<file path="src/sv/ssan_pkg.sv">
// Shared types and constants for the slice sum aggregate normalize block.
`timescale 1ns / 1ps

package ssan_pkg;

   localparam int unsigned PixBits    = 16;
   localparam int unsigned NumInW     = 40;
   localparam int unsigned DenInW     = 24;
   localparam int unsigned NumAccW    = 44;
   localparam int unsigned DenAccW    = 28;
   localparam int unsigned CountW     = 4;
   localparam int unsigned RadiusW    = 3;
   localparam int unsigned CsrDataW   = 28;
   localparam int unsigned CsrIndexW  = 1;
   // dividend is 2*num + den, divisor 2*den
   localparam int unsigned DividendW  = NumAccW + 2;
   localparam int unsigned StepW      = $clog2(PixBits + 1);

   localparam logic [CsrIndexW-1:0] CSR_SLICE_RADIUS  = 1'b0;
   localparam logic [CsrIndexW-1:0] CSR_DEN_THRESHOLD = 1'b1;

   typedef struct packed {
      logic [NumAccW-1:0] num;
      logic [DenAccW-1:0] den;
      logic [PixBits-1:0] src;
      logic               fallback;
   } job_type;

   typedef struct packed {
      logic full;
      logic empty;
   } queue_status_type;

   typedef enum logic [2:0] {
      BACK_IDLE = 3'b001,
      BACK_DIV  = 3'b010,
      BACK_DONE = 3'b100
   } back_state_type;

endpackage

</file>
<file path="src/sv/ssan_front.sv">
// Front end: config registers, slice accumulation and pixel close-out.
`timescale 1ns / 1ps

module ssan_front (
   input  logic                              clock,
   input  logic                              reset,
   input  logic                              csr_write,
   input  logic [ssan_pkg::CsrIndexW-1:0]    csr_index,
   input  logic [ssan_pkg::CsrDataW-1:0]     csr_data,
   input  logic                              req_valid,
   output logic                              req_stall,
   input  logic [ssan_pkg::NumInW-1:0]       req_num_slice,
   input  logic [ssan_pkg::DenInW-1:0]       req_den_slice,
   input  logic [ssan_pkg::PixBits-1:0]      req_source_pixel,
   input  ssan_pkg::queue_status_type        q_status,
   output logic                              q_push,
   output ssan_pkg::job_type                 q_job
);

   logic [ssan_pkg::RadiusW-1:0]  radius_ff, radius_in;
   logic [ssan_pkg::DenAccW-1:0]  thresh_ff, thresh_in;
   logic [ssan_pkg::NumAccW-1:0]  num_acc_ff, num_acc_in;
   logic [ssan_pkg::DenAccW-1:0]  den_acc_ff, den_acc_in;
   logic [ssan_pkg::CountW-1:0]   count_ff, count_in;

   logic [ssan_pkg::NumAccW:0]    num_sum;
   logic [ssan_pkg::DenAccW:0]    den_sum;
   logic [ssan_pkg::NumAccW-1:0]  num_new;
   logic [ssan_pkg::DenAccW-1:0]  den_new;
   logic [ssan_pkg::CountW:0]     count_next;
   logic [ssan_pkg::CountW:0]     slices;
   logic                          last;
   logic                          accept;

   // 3-bit radius cannot exceed the maximum radius of 7, so no clamp
   assign slices     = {1'b0, radius_ff, 1'b1};
   assign count_next = {1'b0, count_ff} + (ssan_pkg::CountW+1)'(1);
   assign last       = !(count_next < slices);

   assign num_sum = {1'b0, num_acc_ff}
                  + {{(ssan_pkg::NumAccW+1-ssan_pkg::NumInW){1'b0}}, req_num_slice};
   assign den_sum = {1'b0, den_acc_ff}
                  + {{(ssan_pkg::DenAccW+1-ssan_pkg::DenInW){1'b0}}, req_den_slice};
   // saturate at accumulator width
   assign num_new = num_sum[ssan_pkg::NumAccW] ? '1 : num_sum[ssan_pkg::NumAccW-1:0];
   assign den_new = den_sum[ssan_pkg::DenAccW] ? '1 : den_sum[ssan_pkg::DenAccW-1:0];

   assign req_stall = q_status.full;
   assign accept    = req_valid && !q_status.full;
   assign q_push    = accept && last;

   always_comb begin
      q_job.num      = num_new;
      q_job.den      = den_new;
      q_job.src      = req_source_pixel;
      q_job.fallback = !(den_new > thresh_ff);
   end

   always_comb begin
      radius_in  = radius_ff;
      thresh_in  = thresh_ff;
      num_acc_in = num_acc_ff;
      den_acc_in = den_acc_ff;
      count_in   = count_ff;
      if (csr_write) begin
         unique case (csr_index)
            ssan_pkg::CSR_SLICE_RADIUS:  radius_in = csr_data[ssan_pkg::RadiusW-1:0];
            ssan_pkg::CSR_DEN_THRESHOLD: thresh_in = csr_data[ssan_pkg::DenAccW-1:0];
            default: ;
         endcase
      end
      if (accept) begin
         if (last) begin
            num_acc_in = '0;
            den_acc_in = '0;
            count_in   = '0;
         end else begin
            num_acc_in = num_new;
            den_acc_in = den_new;
            count_in   = count_next[ssan_pkg::CountW-1:0];
         end
      end
   end

   always_ff @(posedge clock) begin
      if (reset) begin
         radius_ff  <= '0;
         thresh_ff  <= '0;
         num_acc_ff <= '0;
         den_acc_ff <= '0;
         count_ff   <= '0;
      end else begin
         radius_ff  <= radius_in;
         thresh_ff  <= thresh_in;
         num_acc_ff <= num_acc_in;
         den_acc_ff <= den_acc_in;
         count_ff   <= count_in;
      end
   end

endmodule

</file>
<file path="src/sv/ssan_queue.sv">
// Two-entry job queue between the accumulator and the divider.
`timescale 1ns / 1ps

module ssan_queue (
   input  logic                       clock,
   input  logic                       reset,
   input  logic                       push,
   input  ssan_pkg::job_type          push_job,
   input  logic                       pop,
   output ssan_pkg::job_type          pop_job,
   output ssan_pkg::queue_status_type status
);

   ssan_pkg::job_type entry_ff [2];
   logic              wptr_ff, wptr_in;
   logic              rptr_ff, rptr_in;
   logic [1:0]        count_ff, count_in;

   assign pop_job      = entry_ff[rptr_ff];
   assign status.full  = count_ff == 2'd2;
   assign status.empty = count_ff == 2'd0;

   always_comb begin
      wptr_in  = push ? !wptr_ff : wptr_ff;
      rptr_in  = pop  ? !rptr_ff : rptr_ff;
      count_in = count_ff;
      if (push && !pop)
         count_in = count_ff + 2'd1;
      else if (pop && !push)
         count_in = count_ff - 2'd1;
   end

   always_ff @(posedge clock) begin
      if (push)
         entry_ff[wptr_ff] <= push_job;
   end

   always_ff @(posedge clock) begin
      if (reset) begin
         wptr_ff  <= 1'b0;
         rptr_ff  <= 1'b0;
         count_ff <= '0;
      end else begin
         wptr_ff  <= wptr_in;
         rptr_ff  <= rptr_in;
         count_ff <= count_in;
      end
   end

endmodule

</file>
<file path="src/sv/ssan_back.sv">
// Back end: restoring divider with rounding and saturation, output register.
`timescale 1ns / 1ps

module ssan_back (
   input  logic                          clock,
   input  logic                          reset,
   input  ssan_pkg::queue_status_type    q_status,
   input  ssan_pkg::job_type             q_job,
   output logic                          q_pop,
   output logic                          rsp_valid,
   input  logic                          rsp_stall,
   output logic [ssan_pkg::PixBits-1:0]  rsp_result_pixel,
   output logic                          rsp_fallback_used
);

   ssan_pkg::back_state_type              state_ff, state_in;
   logic [ssan_pkg::DividendW-1:0]        rem_ff, rem_in;
   logic [ssan_pkg::DividendW-1:0]        dvs_ff, dvs_in;
   logic [ssan_pkg::StepW-1:0]            step_ff, step_in;
   logic [ssan_pkg::PixBits-1:0]          quo_ff, quo_in;
   logic                                  fb_ff, fb_in;
   logic                                  out_valid_ff, out_valid_in;
   logic [ssan_pkg::PixBits-1:0]          out_pix_ff, out_pix_in;
   logic                                  out_fb_ff, out_fb_in;

   logic                                  ge;
   logic                                  out_free;

   assign ge       = !(rem_ff < dvs_ff);
   assign out_free = !out_valid_ff || !rsp_stall;
   assign q_pop    = (state_ff == ssan_pkg::BACK_IDLE) && !q_status.empty;

   assign rsp_valid         = out_valid_ff;
   assign rsp_result_pixel  = out_pix_ff;
   assign rsp_fallback_used = out_fb_ff;

   always_comb begin
      state_in     = state_ff;
      rem_in       = rem_ff;
      dvs_in       = dvs_ff;
      step_in      = step_ff;
      quo_in       = quo_ff;
      fb_in        = fb_ff;
      out_valid_in = out_valid_ff && rsp_stall;
      out_pix_in   = out_pix_ff;
      out_fb_in    = out_fb_ff;
      unique case (state_ff)
         ssan_pkg::BACK_IDLE: begin
            if (!q_status.empty) begin
               // rounding: floor((2*num + den) / (2*den))
               rem_in  = {1'b0, q_job.num, 1'b0}
                       + {{(ssan_pkg::DividendW-ssan_pkg::DenAccW){1'b0}}, q_job.den};
               // first compare is against divisor << PixBits: saturation test
               dvs_in  = {1'b0, q_job.den, {(ssan_pkg::PixBits+1){1'b0}}};
               step_in = ssan_pkg::StepW'(ssan_pkg::PixBits);
               quo_in  = '0;
               fb_in   = q_job.fallback;
               if (q_job.fallback) begin
                  quo_in   = q_job.src;
                  state_in = ssan_pkg::BACK_DONE;
               end else begin
                  state_in = ssan_pkg::BACK_DIV;
               end
            end
         end
         ssan_pkg::BACK_DIV: begin
            if (ge)
               rem_in = rem_ff - dvs_ff;
            dvs_in  = dvs_ff >> 1;
            quo_in  = {quo_ff[ssan_pkg::PixBits-2:0], ge};
            step_in = step_ff - ssan_pkg::StepW'(1);
            if (step_ff == ssan_pkg::StepW'(ssan_pkg::PixBits) && ge) begin
               quo_in   = '1;
               state_in = ssan_pkg::BACK_DONE;
            end else if (step_ff == '0) begin
               state_in = ssan_pkg::BACK_DONE;
            end
         end
         ssan_pkg::BACK_DONE: begin
            if (out_free) begin
               out_valid_in = 1'b1;
               out_pix_in   = quo_ff;
               out_fb_in    = fb_ff;
               state_in     = ssan_pkg::BACK_IDLE;
            end
         end
         default: state_in = ssan_pkg::BACK_IDLE;
      endcase
   end

   always_ff @(posedge clock) begin
      rem_ff     <= rem_in;
      dvs_ff     <= dvs_in;
      step_ff    <= step_in;
      quo_ff     <= quo_in;
      fb_ff      <= fb_in;
      out_pix_ff <= out_pix_in;
      out_fb_ff  <= out_fb_in;
   end

   always_ff @(posedge clock) begin
      if (reset) begin
         state_ff     <= ssan_pkg::BACK_IDLE;
         out_valid_ff <= 1'b0;
      end else begin
         state_ff     <= state_in;
         out_valid_ff <= out_valid_in;
      end
   end

endmodule

</file>
<file path="src/sv/slice_sum_aggregate_normalize.sv">
// Top level of the slice sum aggregate normalize block.
`timescale 1ns / 1ps

// Aggregates 2*radius+1 temporal slices per pixel and normalizes the sums.
// req_*: one slice per transaction (numerator, weight sum, source pixel),
//   taken when req_valid is high and req_stall low. The front accumulates
//   one slice per cycle while req_stall is low; the last slice of a pixel
//   closes it into a two-entry job queue.
// rsp_*: one transaction per pixel: the rounded quotient, saturated to
//   16 bits, or the source pixel with rsp_fallback_used set when the
//   weight sum does not exceed den_threshold.
// csr_*: csr_index 0 is slice_radius, 1 is den_threshold; write only
//   while the block is idle.
// Divider: a divided pixel passes through the restoring divider, one
//   quotient bit per cycle plus a saturation test; the divider stops
//   early when the quotient saturates on the first test, and a fallback
//   pixel skips the divider.
// Throughput: one slice per cycle at the input while req_stall is low; the
//   divider sets the pixel rate, taking a new job only once it is idle.
// Reset clears the accumulators and queue, idles the divider and clears rsp_valid.
// When the receiver stalls, the result holds in the output register, the
//   divider finishes its job, and req_stall rises once the queue fills.
module slice_sum_aggregate_normalize (
   input  logic                              clock,
   input  logic                              reset,
   input  logic                              csr_write,
   input  logic [ssan_pkg::CsrIndexW-1:0]    csr_index,
   input  logic [ssan_pkg::CsrDataW-1:0]     csr_data,
   input  logic                              req_valid,
   output logic                              req_stall,
   input  logic [ssan_pkg::NumInW-1:0]       req_num_slice,
   input  logic [ssan_pkg::DenInW-1:0]       req_den_slice,
   input  logic [ssan_pkg::PixBits-1:0]      req_source_pixel,
   output logic                              rsp_valid,
   input  logic                              rsp_stall,
   output logic [ssan_pkg::PixBits-1:0]      rsp_result_pixel,
   output logic                              rsp_fallback_used
);

   ssan_pkg::queue_status_type q_status;
   ssan_pkg::job_type          push_job;
   ssan_pkg::job_type          pop_job;
   logic                       q_push;
   logic                       q_pop;

   ssan_front u_front (
      .clock            (clock),
      .reset            (reset),
      .csr_write        (csr_write),
      .csr_index        (csr_index),
      .csr_data         (csr_data),
      .req_valid        (req_valid),
      .req_stall        (req_stall),
      .req_num_slice    (req_num_slice),
      .req_den_slice    (req_den_slice),
      .req_source_pixel (req_source_pixel),
      .q_status         (q_status),
      .q_push           (q_push),
      .q_job            (push_job)
   );

   ssan_queue u_queue (
      .clock    (clock),
      .reset    (reset),
      .push     (q_push),
      .push_job (push_job),
      .pop      (q_pop),
      .pop_job  (pop_job),
      .status   (q_status)
   );

   ssan_back u_back (
      .clock             (clock),
      .reset             (reset),
      .q_status          (q_status),
      .q_job             (pop_job),
      .q_pop             (q_pop),
      .rsp_valid         (rsp_valid),
      .rsp_stall         (rsp_stall),
      .rsp_result_pixel  (rsp_result_pixel),
      .rsp_fallback_used (rsp_fallback_used)
   );

`ifndef SYNTHESIS
   a_no_push_full: assert property (@(posedge clock) disable iff (reset)
      q_push |-> !q_status.full)
      else $error("job pushed into full queue");

   a_no_pop_empty: assert property (@(posedge clock) disable iff (reset)
      q_pop |-> !q_status.empty)
      else $error("job popped from empty queue");

   a_reset_clears_rsp: assert property (@(posedge clock)
      reset |=> !rsp_valid)
      else $error("response valid right after reset");
`endif

endmodule
</file>
<file path="config.mk">
export PLATFORM = sky130hd
export DESIGN_NAME = slice_sum_aggregate_normalize
export DESIGN_NICKNAME = d
export VERILOG_FILES = /design/src/sv/ssan_pkg.sv /design/src/sv/ssan_front.sv /design/src/sv/ssan_queue.sv /design/src/sv/ssan_back.sv /design/src/sv/slice_sum_aggregate_normalize.sv
export SDC_FILE = /design/constraint.sdc
export NUM_CORES = 1
export LEC_CHECK = 0
export BUFFER_PORTS_ARGS = -buffer_cell sky130_fd_sc_hd__clkbuf_2
export CORE_MARGIN = 1.5
export CORE_UTILIZATION = 55
export CTS_CLUSTER_DIAMETER = 80
export CTS_CLUSTER_SIZE = 10
export DETAILED_ROUTE_END_ITERATION = 10
export GPL_ROUTABILITY_DRIVEN = 0
export PLACE_DENSITY = 0.73
export SYNTH_ARGS = -nofsm -noshare
export SYNTH_HDL_FRONTEND = slang
export SYNTH_HIERARCHICAL = 1
export SYNTH_SLANG_ARGS = --single-unit
export TNS_END_PERCENT = 50
</file>
<file path="constraint.sdc">
create_clock -name clock -period 15.9 [get_ports clock]
set_clock_uncertainty 0.1 [all_clocks]
set_input_delay 1.59 -clock clock [delete_from_list [all_inputs] [get_ports clock]]
set_output_delay 1.59 -clock clock [all_outputs]
set_load 0.02 [all_outputs]
</file>
==> impl_metrics.toml <==
[run_status]
status = "completed"

[power_and_ir_drop]
p_sw_share_pct = 41.09
power_density_nw_per_um2 = 203.1
p_leak_uw = 0.01112
combPwrFrac_pct = 50.6
power_switching_uw = 2324
p_int_uw = 3332
p_seq_share_pct = 30.6
p_clk_share_pct = 18.8
peakVddDrop_v = 0.0001088

[yosys]
syn_inst = 2507
ys_warn_count = 6
ys_seq_area_share_pct = 45.56
syn_nets = 2795
synth-async-reset-ratio_pct = 0
synthFlopType = "edfxtp_1"
synth_edf_count = 308
avgSynthCellArea_sq_um = 10.13
synth_cell_types = 101
synth_area_sq_um = 25400
synth-seq-cells = 424

[timing]
fin_ws_ns = 10.47
setup_viol = 0
fin_crit_ns = 5.432
fmax_mhz = 184.1
min_period_over_period_pct = 34.16
slew_headroom_pct = 31.39
worst_slew_pin_slew_ns = 1.027
tns_ns = 0
rsz0062_at_grt = "false"
slew_violations = 0
hold_viol_final = 0

[cts]
cts_max_level = 2
numClockSinks = 424
cts_tree = "built"
hold_buffers = 0
cts_root_buf = "clkbuf_16"
numCtsBuffers = 49
post_cts_buffers = 0
post_cts_resized = 0
clkLatencyLatePin_ns = 0.60
clockBufferDepth = 3
clkSlewWorstSetupHoldPaths_ns = 0.06

[min_path]
hp-class = "register to register"
min-delay-start = "u_back/fb_ff$_DFFE_PP_"
min_to = "u_back/rsp_fallback_used$_DFFE_PP_"
hold_depth = 0

[detailed_routing]
drc = 0
ant_nets = 0
vias_per_cell = 6.055
drt_iter0_markers = 1710
wl_microns = 61890
vias = 19470
wire_per_inst_microns = 19.25
drt_first_pass_iters = 6

[worst_setup_path]
crit_slowest_cell = "fa_1"
start_kind = "primary input"
reg2reg_setup_slack_ns = 10.89
crit_chain = "clkbuf_2 > ha_1 > fa_1 > a21oi_1 > o22ai_1 > a31oi_1 > o21ai_2 > a31oi_2 > a21oi_4 > and4_4 > or2_2 > ha_1 > a21o_1 > a21o_1 > a21o_1 > a21oi_1 > nor2b_1 > o211ai_1 > a21oi_1 > a211oi_1 > a21o_1"
cp_top_family = "compound AO/OA/AOI/OAI gates"
path_common_cell = "a21o_1"
cp.arrival_ns = 5.79
worstPathBufferInverterCount = 1
path_class = "primary input to register"
cp.depth = 21
worstRegToRegCells = 13
r2r-end = "u_back/rem_ff[21]$_DFFE_PP_"
worstPathMaxFanout = 14
cp_slowest_stage_delay_ns = 0.42
cp.required_ns = 16.26
crit_path_end_kind = "register"

[place]
dpl.hpwl_microns = 45530
portBuffers = 132
pre_cts_ws_ns = 9.934
place_inst = 3127

[cells_and_area]
nFillCells = 3696
fin_nets = 2866
drive_gt1_share_pct = 14.49
synthToLayoutAreaGrowth_pct = 9.646
insertedDiodeCount = 0
stdcell_count = 3215

[grt]
track_usage_pct = 26.12
antenna_found_initial = 0
grt_pass1_vias = 18650
grt_max_degree = 87
globalRoute.totalOverflow = 0
grtUsageMet3_pct = 3.291
grt_first_pass_wirelength_microns = 98810
grt_util_met2_pct = 42.68
grtUsageMet1_pct = 36.05
top_usage_layer = "met2"

[die]
initial_core_util_pct = 55.85
die_area_sq_um = 47480
ioPinCount = 133
core_area_sq_um = 45480
die_x_microns = 217.9
die_h_microns = 217.9
row_count = 78

[flow_run]
max_cap_violations = 0
==> cell families after synthesis <==
kind of cell | share of synthesized area [%]
simple gates | 14.10
compound gates | 18.12
fa+ha+maj | 8.690
buf+inv | 4.187
flops | 45.56
xor+xnor | 4.655
mux | 4.685
==> worst max-delay path by stage <==
stage	startpoint	endpoint	slack, ns
floorplan	req_valid	u_queue/entry_ff[0][0]$_DFFE_PP_	9.06
global placement	req_den_slice[0]	u_queue/entry_ff[0][0]$_DFFE_PP_	10.09
detailed placement	req_den_slice[0]	u_queue/entry_ff[0][0]$_DFFE_PP_	9.93
CTS	req_den_slice[0]	u_queue/entry_ff[0][0]$_DFFE_PP_	10.56
global route	req_den_slice[0]	u_queue/entry_ff[0][0]$_DFFE_PP_	10.22
finish	req_den_slice[0]	u_queue/entry_ff[0][0]$_DFFE_PP_	10.47
==> per-layer routing <==
metal,vias to the layer above,routed length (microns)
met4,0,1786
met3,124,3712
met2,706,29210
li1,9326,-
met5,-,0
met1,9311,27180
==> layout make-up <==
cell class,instances,area [sq um],share of cell area (%)
Multi-Input combinational cell,1842,12810,45.99
Inverter,114,427.9,1.537
Clock inverter,6,145.1,0.5212
Sequential cell,424,11570,41.56
Tap cell,600,750.7,2.696
Clock buffer,82,1370,4.920
Timing Repair Buffer,147,773.2,2.777
==> stage by stage <==
step / power, uW / instance area, sq um / utilization, % / hold slack (ns)
global route: 6024 / 27850 / 61.23 / 0.3388
detailed placement: 4544 / 26330 / 57.90 / 0.3045
CTS: 5641 / 27850 / 61.23 / 0.3184
finish: 5656 / 27850 / 61.23 / 0.3175
global placement: 4481 / 26330 / 57.90 / 0.3110
floorplan: 3876 / 25400 / - / 0.3003
==> worst reg2reg max path, cell delays in order (launching register included) <==
cell,delay (ns)
dfxtp_4,0.66
buf_4,0.76
mux2_2,0.53
ha_1,0.24
fa_1,0.43
a211oi_1,0.26
nor2_1,0.11
o31ai_1,0.39
a21oi_1,0.19
nor2_1,0.29
o21ai_2,0.16
a31oi_1,0.22
xor2_1,0.26
o21ai_0,0.11
==> synthesized netlist by cell type, types with 20 or more instances <==
master    instances  area [sq um]
a21o_1           64         480.5
a21oi_1         227          1136
a22o_1           48         420.4
a31oi_1          23         143.9
and3_1           24         150.1
buf_2            35         175.2
clkbuf_1         60         225.2
dfxtp_1         116          2322
edfxtp_1        308          9249
ha_1            170          2127
inv_1           114         427.9
mux2_2           79         889.6
nand2_1         271          1017
nand2b_1         34         212.7
nand3_1          48         240.2
nand4_1          39         244.0
nor2_1          166         623.1
nor2b_1          20         125.1
nor3_1           48         240.2
o21a_1           30         225.2
o21ai_0         113         565.5
o21bai_1         22         165.2
xnor2_1          74         648.1
xor2_1           61         534.3
==> power groups by stage <==
stage               clock network (uW)  logic (uW)  registers, uW
global route                      1130        3140           1760
floorplan                            0        2160           1710
global placement                     0        2740           1740
detailed placement                   0        2800           1750
CTS                               1090        2830           1730
finish                            1060        2860           1730
==> flip-flops by register name, summed over array words and instances (netlist names), named ones only <==
signal and cells:
u_front/thresh_ff 28, u_queue/rptr_ff 1, u_front/count_ff 4, u_queue/entry_ff 178, u_back/rsp_result_pixel 16, u_back/rem_ff 46, u_back/fb_ff 1, u_front/num_acc_ff 44
u_back/dvs_ff 45, u_back/state_ff 3, u_back/step_ff 5, u_front/den_acc_ff 28, u_back/quo_ff 16, u_queue/wptr_ff 1, u_queue/count_ff 2, u_front/radius_ff 3
u_back/rsp_valid 1, u_back/rsp_fallback_used 1
==> layout by cell type, fill, tap and decap left out, types with 74 or more instances in the layout <==
cell type,instances
a21oi_1,227
clkbuf_2,132
dfxtp_1,115
edfxtp_1,308
ha_1,170
inv_1,114
mux2_2,79
nand2_1,269
nor2_1,164
o21ai_0,113
xnor2_1,74
No activity file was read; power rests on OpenSTA's default activity.
